<file path="config.mk">
export PLATFORM = sky130hd
export DESIGN_NAME = line_position_offset_core
export DESIGN_NICKNAME = d
export VERILOG_FILES = /design/src/hw/rtl/lpo_pkg.sv /design/src/hw/rtl/lpo_norm.sv /design/src/hw/rtl/lpo_decide.sv /design/src/hw/rtl/line_position_offset_core.sv
export SDC_FILE = /design/constraint.sdc
export NUM_CORES = 1
export LEC_CHECK = 0
export BUFFER_PORTS_ARGS = -buffer_cell sky130_fd_sc_hd__buf_2
export CORE_MARGIN = 1.5
export CORE_UTILIZATION = 50
export DETAILED_ROUTE_END_ITERATION = 12
export HOLD_SLACK_MARGIN = 0.06
export PLACE_DENSITY = 0.66
export SLEW_MARGIN = 20
export SYNTH_ARGS = -nofsm -noshare
export SYNTH_HDL_FRONTEND = slang
export SYNTH_SLANG_ARGS = --single-unit
</file>
<file path="constraint.sdc">
create_clock -name clk_i -period 14.4 [get_ports clk_i]
set_input_delay 0.72 -clock clk_i [delete_from_list [all_inputs] [get_ports clk_i]]
set_output_delay 0.72 -clock clk_i [all_outputs]
set_load 0.05 [all_outputs]
</file>
<file path="src/hw/rtl/lpo_pkg.sv">
// Package for the line position offset block: widths, fixed constants,
// register indexes and the controller state type. No dependencies.
`default_nettype none

package lpo_pkg;

  localparam int ReadW  = 10;
  localparam int QuotW  = 9;
  localparam int CntW   = 4;
  localparam int ProdW  = ReadW + QuotW;
  localparam int OffW   = 11;
  localparam int CfgIdxW = 3;

  localparam logic [QuotW-1:0] NormMax    = 9'd500;
  localparam logic [QuotW-1:0] NearWhite  = 9'd450;
  localparam logic [OffW-1:0]  LostOffset = 11'd1000;
  localparam logic [CntW-1:0]  DivSteps   = 4'd9;

  localparam logic [CfgIdxW-1:0] CfgWhiteLeft  = 3'd0;
  localparam logic [CfgIdxW-1:0] CfgWhiteRight = 3'd1;
  localparam logic [CfgIdxW-1:0] CfgBlackLeft  = 3'd2;
  localparam logic [CfgIdxW-1:0] CfgBlackRight = 3'd3;

  typedef enum logic {
    StIdle,
    StBusy
  } lpo_state_e;

endpackage

`default_nettype wire

</file>
<file path="src/hw/rtl/lpo_norm.sv">
// One sensor lane: maps a reading onto 0..500 from its black and white levels
// with a bit-serial restoring divider. Depends on lpo_pkg.
`default_nettype none

module lpo_norm (
  input  wire logic                      clk_i,
  input  wire logic                      rst_ni,
  input  wire logic                      start_i,
  input  wire logic [lpo_pkg::ReadW-1:0] reading_i,
  input  wire logic [lpo_pkg::ReadW-1:0] black_i,
  input  wire logic [lpo_pkg::ReadW-1:0] white_i,
  output logic                           done_o,
  output logic [lpo_pkg::QuotW-1:0]      value_o
);
  import lpo_pkg::*;

  logic [CntW-1:0]  cnt_q, cnt_d;
  logic [ReadW-1:0] rem_q, rem_d;
  logic [QuotW-1:0] sh_q, sh_d;
  logic [ReadW-1:0] div_q, div_d;

  logic             pos, neg;
  logic [ReadW-1:0] mag_a, mag_b;
  logic [ProdW-1:0] prod;
  logic [ReadW+1:0] trial;
  logic             ge;

  always_comb begin
    pos   = (reading_i > black_i) && (white_i > black_i);
    neg   = (reading_i < black_i) && (white_i < black_i);
    mag_a = pos ? (reading_i - black_i) : (black_i - reading_i);
    mag_b = pos ? (white_i - black_i) : (black_i - white_i);
    prod  = ProdW'(mag_a) * ProdW'(NormMax);
    trial = {1'b0, rem_q, sh_q[QuotW-1]} - {2'b00, div_q};
    ge    = !trial[ReadW+1];
  end

  always_comb begin
    cnt_d = cnt_q;
    rem_d = rem_q;
    sh_d  = sh_q;
    div_d = div_q;
    if (start_i) begin
      div_d = mag_b;
      rem_d = prod[ProdW-1:QuotW];
      if (!pos && !neg) begin
        sh_d  = '0;
        cnt_d = '0;
      end else if (mag_a >= mag_b) begin
        sh_d  = NormMax;
        cnt_d = '0;
      end else begin
        sh_d  = prod[QuotW-1:0];
        cnt_d = DivSteps;
      end
    end else if (cnt_q != '0) begin
      rem_d = ge ? trial[ReadW-1:0] : {rem_q[ReadW-2:0], sh_q[QuotW-1]};
      sh_d  = {sh_q[QuotW-2:0], ge};
      cnt_d = cnt_q - 1'b1;
    end
  end

  always_ff @(posedge clk_i or negedge rst_ni) begin
    if (!rst_ni) begin
      cnt_q <= '0;
    end else begin
      cnt_q <= cnt_d;
    end
  end

  always_ff @(posedge clk_i) begin
    rem_q <= rem_d;
    sh_q  <= sh_d;
    div_q <= div_d;
  end

  assign done_o  = (cnt_q == '0);
  assign value_o = sh_q;

  a_rem_below_div: assert property (@(posedge clk_i) disable iff (!rst_ni)
    (cnt_q != '0) |-> (rem_q < div_q))
    else $error("divider remainder not below divisor");

  a_start_load: assert property (@(posedge clk_i) disable iff (!rst_ni)
    start_i |=> (cnt_q == DivSteps) || (cnt_q == '0))
    else $error("divider step count not loaded on start");

  a_value_range: assert property (@(posedge clk_i) disable iff (!rst_ni)
    $fell(cnt_q != '0) |-> (sh_q < NormMax))
    else $error("quotient out of range");

endmodule

`default_nettype wire

</file>
<file path="src/hw/rtl/lpo_decide.sv">
// Offset selection from the two normalized values, holding the last offset
// to pick the side when the line is lost. Depends on lpo_pkg.
`default_nettype none

module lpo_decide (
  input  wire logic                      clk_i,
  input  wire logic                      rst_ni,
  input  wire logic                      commit_i,
  input  wire logic [lpo_pkg::QuotW-1:0] left_i,
  input  wire logic [lpo_pkg::QuotW-1:0] right_i,
  output logic signed [lpo_pkg::OffW-1:0] offset_o
);
  import lpo_pkg::*;

  logic signed [OffW-1:0] prev_q;
  logic signed [OffW-1:0] sum, diff;
  logic                   l_hi, l_lo, r_hi, r_lo, prev_pos, prev_neg;

  always_comb begin
    l_hi     = left_i > NearWhite;
    l_lo     = left_i < NearWhite;
    r_hi     = right_i > NearWhite;
    r_lo     = right_i < NearWhite;
    prev_neg = prev_q[OffW-1];
    prev_pos = !prev_q[OffW-1] && (prev_q != '0);
    sum      = $signed(OffW'(left_i) + OffW'(right_i));
    diff     = $signed(OffW'(right_i) - OffW'(left_i));
    if (l_hi && r_lo) begin
      offset_o = -sum;
    end else if (l_lo && r_hi) begin
      offset_o = sum;
    end else if (l_hi && r_hi && prev_pos) begin
      offset_o = $signed(LostOffset);
    end else if (l_hi && r_hi && prev_neg) begin
      offset_o = -$signed(LostOffset);
    end else begin
      offset_o = diff;
    end
  end

  always_ff @(posedge clk_i or negedge rst_ni) begin
    if (!rst_ni) begin
      prev_q <= '0;
    end else if (commit_i) begin
      prev_q <= offset_o;
    end
  end

endmodule

`default_nettype wire

</file>
<file path="src/hw/rtl/line_position_offset_core.sv">
// Top level of the line position offset block: configuration registers,
// request control, two sensor lanes and the output register.
// Depends on lpo_pkg, lpo_norm and lpo_decide.
//
// Each request carries a left and right reading; both lanes normalize in
// parallel with a nine-step bit-serial restoring divider, which a lane skips
// for equal or saturating levels. A new request is accepted once both lanes
// are done and the output register can take the result. The result
// sits in an output register and the next request is accepted while it waits.
`default_nettype none

module line_position_offset_core (
  input  wire logic                        clk_i,
  input  wire logic                        rst_ni,
  input  wire logic                        cfg_we_i,
  input  wire logic [lpo_pkg::CfgIdxW-1:0] cfg_index_i,
  input  wire logic [lpo_pkg::ReadW-1:0]   cfg_data_i,
  input  wire logic                        in_valid_i,
  output logic                             in_ready_o,
  input  wire logic [lpo_pkg::ReadW-1:0]   left_reading_i,
  input  wire logic [lpo_pkg::ReadW-1:0]   right_reading_i,
  output logic                             out_valid_o,
  input  wire logic                        out_ready_i,
  output logic signed [lpo_pkg::OffW-1:0]  line_offset_o
);
  import lpo_pkg::*;

  logic [ReadW-1:0] white_left_q, white_right_q, black_left_q, black_right_q;

  lpo_state_e             state_q, state_d;
  logic                   start, commit, slot_free;
  logic                   l_done, r_done;
  logic [QuotW-1:0]       l_val, r_val;
  logic signed [OffW-1:0] offset;
  logic                   out_valid_q;
  logic signed [OffW-1:0] out_offset_q;

  always_ff @(posedge clk_i or negedge rst_ni) begin
    if (!rst_ni) begin
      white_left_q  <= '1;
      white_right_q <= '1;
      black_left_q  <= '0;
      black_right_q <= '0;
    end else if (cfg_we_i) begin
      unique case (cfg_index_i)
        CfgWhiteLeft:  white_left_q  <= cfg_data_i;
        CfgWhiteRight: white_right_q <= cfg_data_i;
        CfgBlackLeft:  black_left_q  <= cfg_data_i;
        CfgBlackRight: black_right_q <= cfg_data_i;
        default: ;
      endcase
    end
  end

  assign slot_free = !out_valid_q || out_ready_i;

  always_comb begin
    state_d = state_q;
    unique case (state_q)
      StIdle: if (in_valid_i) state_d = StBusy;
      StBusy: if (l_done && r_done && slot_free) state_d = StIdle;
      default: state_d = StIdle;
    endcase
  end

  always_comb begin
    in_ready_o = 1'b0;
    commit     = 1'b0;
    unique case (state_q)
      StIdle: in_ready_o = 1'b1;
      StBusy: commit = l_done && r_done && slot_free;
      default: ;
    endcase
    start = in_ready_o && in_valid_i;
  end

  always_ff @(posedge clk_i or negedge rst_ni) begin
    if (!rst_ni) begin
      state_q <= StIdle;
    end else begin
      state_q <= state_d;
    end
  end

  lpo_norm u_norm_left (
    .clk_i     (clk_i),
    .rst_ni    (rst_ni),
    .start_i   (start),
    .reading_i (left_reading_i),
    .black_i   (black_left_q),
    .white_i   (white_left_q),
    .done_o    (l_done),
    .value_o   (l_val)
  );

  lpo_norm u_norm_right (
    .clk_i     (clk_i),
    .rst_ni    (rst_ni),
    .start_i   (start),
    .reading_i (right_reading_i),
    .black_i   (black_right_q),
    .white_i   (white_right_q),
    .done_o    (r_done),
    .value_o   (r_val)
  );

  lpo_decide u_decide (
    .clk_i    (clk_i),
    .rst_ni   (rst_ni),
    .commit_i (commit),
    .left_i   (l_val),
    .right_i  (r_val),
    .offset_o (offset)
  );

  always_ff @(posedge clk_i or negedge rst_ni) begin
    if (!rst_ni) begin
      out_valid_q <= 1'b0;
    end else if (commit) begin
      out_valid_q <= 1'b1;
    end else if (out_ready_i) begin
      out_valid_q <= 1'b0;
    end
  end

  always_ff @(posedge clk_i) begin
    if (commit) begin
      out_offset_q <= offset;
    end
  end

  assign out_valid_o   = out_valid_q;
  assign line_offset_o = out_offset_q;

  a_accept_busy: assert property (@(posedge clk_i) disable iff (!rst_ni)
    (in_valid_i && in_ready_o) |=> (state_q == StBusy))
    else $error("request accepted without starting the lanes");

  a_idle_lanes: assert property (@(posedge clk_i) disable iff (!rst_ni)
    in_ready_o |-> (l_done && r_done))
    else $error("ready while a lane is still dividing");

  a_offset_range: assert property (@(posedge clk_i) disable iff (!rst_ni)
    out_valid_o |-> ((line_offset_o >= -11'sd1000) && (line_offset_o <= 11'sd1000)))
    else $error("offset out of range");

  a_no_overwrite: assert property (@(posedge clk_i) disable iff (!rst_ni)
    commit |-> (!out_valid_q || out_ready_i))
    else $error("result written over a waiting result");

endmodule

`default_nettype wire

</file>
==> metrics <==
outcome=finished, final reports clean; Req. time, crit path=14.56 ns; Final Skew=0.00860 ns; initial core utilization=50.9%; ys async rst share=46.9%; final setup fails=0; initial antenna violation count=2; largest net degree at the start of global routing=62; RSZ-0062 raised after global routing=false; register area share after synthesis=24.8%; Synth Warn #=0; worst min-delay path category=input port to async pin; via count=11332; CP max stage delay=0.86 ns; Std-Cell Rows=62; Die Height=174 um; Max clock buf depth=2; total gr overflow=0; DRT iter0 DRCs=671; Critical-path top delay cell=nor3_2; Final Slew Violations=0; syn_area_per_cell=9.10 um2; commonest cells after routing, fill and taps aside=249 x inv_1, 223 x ha_1, 103 x nand2_1, 97 x a21oi_1, 94 x nor2_1; TritonCTS Buffers=17; critical path cell sequence=inv_1, ha_1, o21a_1, o211ai_1, o211a_1, nor3_2, mux2_2, a41o_1, a221o_1, xnor2_1, fa_1, inv_1, fa_1, inv_1, fa_1, ha_1, ha_1, and3_1, a31oi_1, a21oi_1, a21oi_1, xnor2_1, o22ai_1; Total Wirelength=33300 um; Max Cap Viol=0; vias in the first global route=11345; clk root buf=clkbuf_16; Crit Path Max Fanout=13; Fmax=0.131 GHz; commonest non-fill, non-tap cell in the layout=inv_1; final hold violations=0; post-DR wirelength/cell=16.3 um; Least-Margin Pin Slew=1.12 ns; Post-CTS Setup Bufs=0; Crit Path Category=register to register; Skew-Pair Late Insertion Delay=0.43 ns; max_slew headroom=25.1%; clock sink count=130; CTS Hold Bufs=0; final setup TNS=0 ns; share of layout cells above drive strength 1=10.2%; reg-to-reg slack, setup=6.79 ns; Layout Nets=1969; Non-Filler Instances=2040; CP Buf/Inv Count=3; Port Buf Inserts=50; DRT antenna net count=0; Yosys reg bits=130; top cell type's share of synthesized area=19.1%; drt pass-1 iters=5; synth top area cells=ha_1 19%, edfxtp_1 14%, fa_1 9.0%, dfrtp_1 7.0%, inv_1 6.4%; CP startpoint kind=register; post-route minimum period=7.61 ns; Vias per Instance=5.55; synthesized cell area=0.0146 mm2; H-Tree Depth=4; cell family with most CP delay=adder cells; first-pass GRT wire length=56300 um; hpwl dp=27000 um; gp weighted congestion=0.902; top_reg_cell synth=edfxtp_1; Distinct cells, synth=79; cell taking the most area after synthesis=ha_1; Core Area=0.0287 mm2; CTS tree=done; post_cts resized=0; register clock-pin slew on the reported worst setup and hold paths=0.07 ns; Tcrit/Tclk final=52.8%; nature of the critical path endpoint=register; Post-synth EDFFs=69; total placed cells including tap cells=2007; die width=174 um; P&R area growth vs syn=8.45%; # IOs=51; worst path arrival time=7.76 ns; die area=0.0302 mm2; DRC Markers=0; Net Count, Synth=1932; total track usage=22.8%; post-synthesis cell count=1605
[state kept, by name, summed over array words and instances (netlist names)]
register,flops
u_norm_left.div_q,10
white_left_q,10
u_norm_right.rem_q,10
state_q,1
u_norm_right.div_q,10
u_norm_left.cnt_q,4
u_norm_right.cnt_q,4
u_norm_left.rem_q,10
line_offset_o,11
white_right_q,10
u_norm_right.value_o,9
black_left_q,10
u_norm_left.value_o,9
u_decide.prev_q,11
black_right_q,10
out_valid_o,1
[per-stage QoR]
stage               hold slack [ns]  setup slack (ns)  utilization, %  area [um2]
global route                  0.506              6.32            55.2       15800
finish                        0.428              6.79            55.2       15800
CTS                           0.469              6.64            55.2       15800
detailed placement            0.477              6.40            53.1       15200
global placement              0.471              6.59            53.1       15200
floorplan                     0.424              7.63               -       14600
[area by class of cell]
type,instances,area [um2]
diodes,1,2.50
clock buffers,17,425
clock inverters,15,171
fillers,2640,12900
inverters,249,935
multi-input cells,1183,9870
flip-flops and latches,130,3620
well taps,384,480
repair buffers,61,333
[cell families after synthesis]
| logic type | Yosys count | share of synthesized area (%) |
|---|---|---|
| DFF | 130 | 24.8 |
| AOI/OAI and AO/OA | 381 | 17.3 |
| muxes | 59 | 4.38 |
| and+or+nand+nor | 362 | 12.0 |
| xor gates and xnor gates | 92 | 5.57 |
| adders and majority gates | 289 | 28.1 |
| buffers and inverters | 292 | 7.82 |
[cells in the mapped netlist (all sizes together) (8+ instances only)]
| cell | instances |
|---|---|
| o211ai | 23 |
| dfrtp | 41 |
| nor3 | 26 |
| nor2 | 94 |
| a21boi | 11 |
| a21o | 26 |
| clkbuf | 30 |
| inv | 249 |
| and2 | 11 |
| a31oi | 10 |
| nor2b | 24 |
| nand2b | 17 |
| dfstp | 20 |
| fa | 66 |
| mux2i | 23 |
| or3 | 11 |
| edfxtp | 69 |
| a211oi | 15 |
| o22ai | 10 |
| xor2 | 34 |
| nand2 | 103 |
| o21bai | 14 |
| ha | 223 |
| nand4 | 10 |
| mux2 | 36 |
| xnor2 | 58 |
| a22o | 12 |
| nand3 | 29 |
| o21ai | 94 |
| buf | 13 |
| a21oi | 97 |
| o21a | 8 |
| nor4 | 11 |
[path summary, 6_finish.rpt]
check | start | endpoint | cells past startpoint
min in group clk_i | u_decide.prev_q[0] | u_decide.prev_q[0] | 2
setup reg to reg | black_left_q[8] | u_norm_left.rem_q[9] | 23
setup / recovery | black_left_q[8] | u_norm_left.rem_q[9] | 23
hold / removal | rst_ni | u_decide.prev_q[8] | 2
hold reg to reg | u_decide.prev_q[0] | u_decide.prev_q[0] | 2
max in group asynchronous | rst_ni | black_left_q[7] | 2
[routing by layer]
layer  global-route usage (%)  up-vias  routed length, um
met3                     3.06       42               1210
met1                     31.4     5417              16100
met4                     6.36        0                593
met2                     37.7      220              15300
li1                         -     5653                  -
met5                        0        -                  0
Power is not shown: default switching activity piles up to over one toggle a cycle in this logic, so the estimate is an artifact.
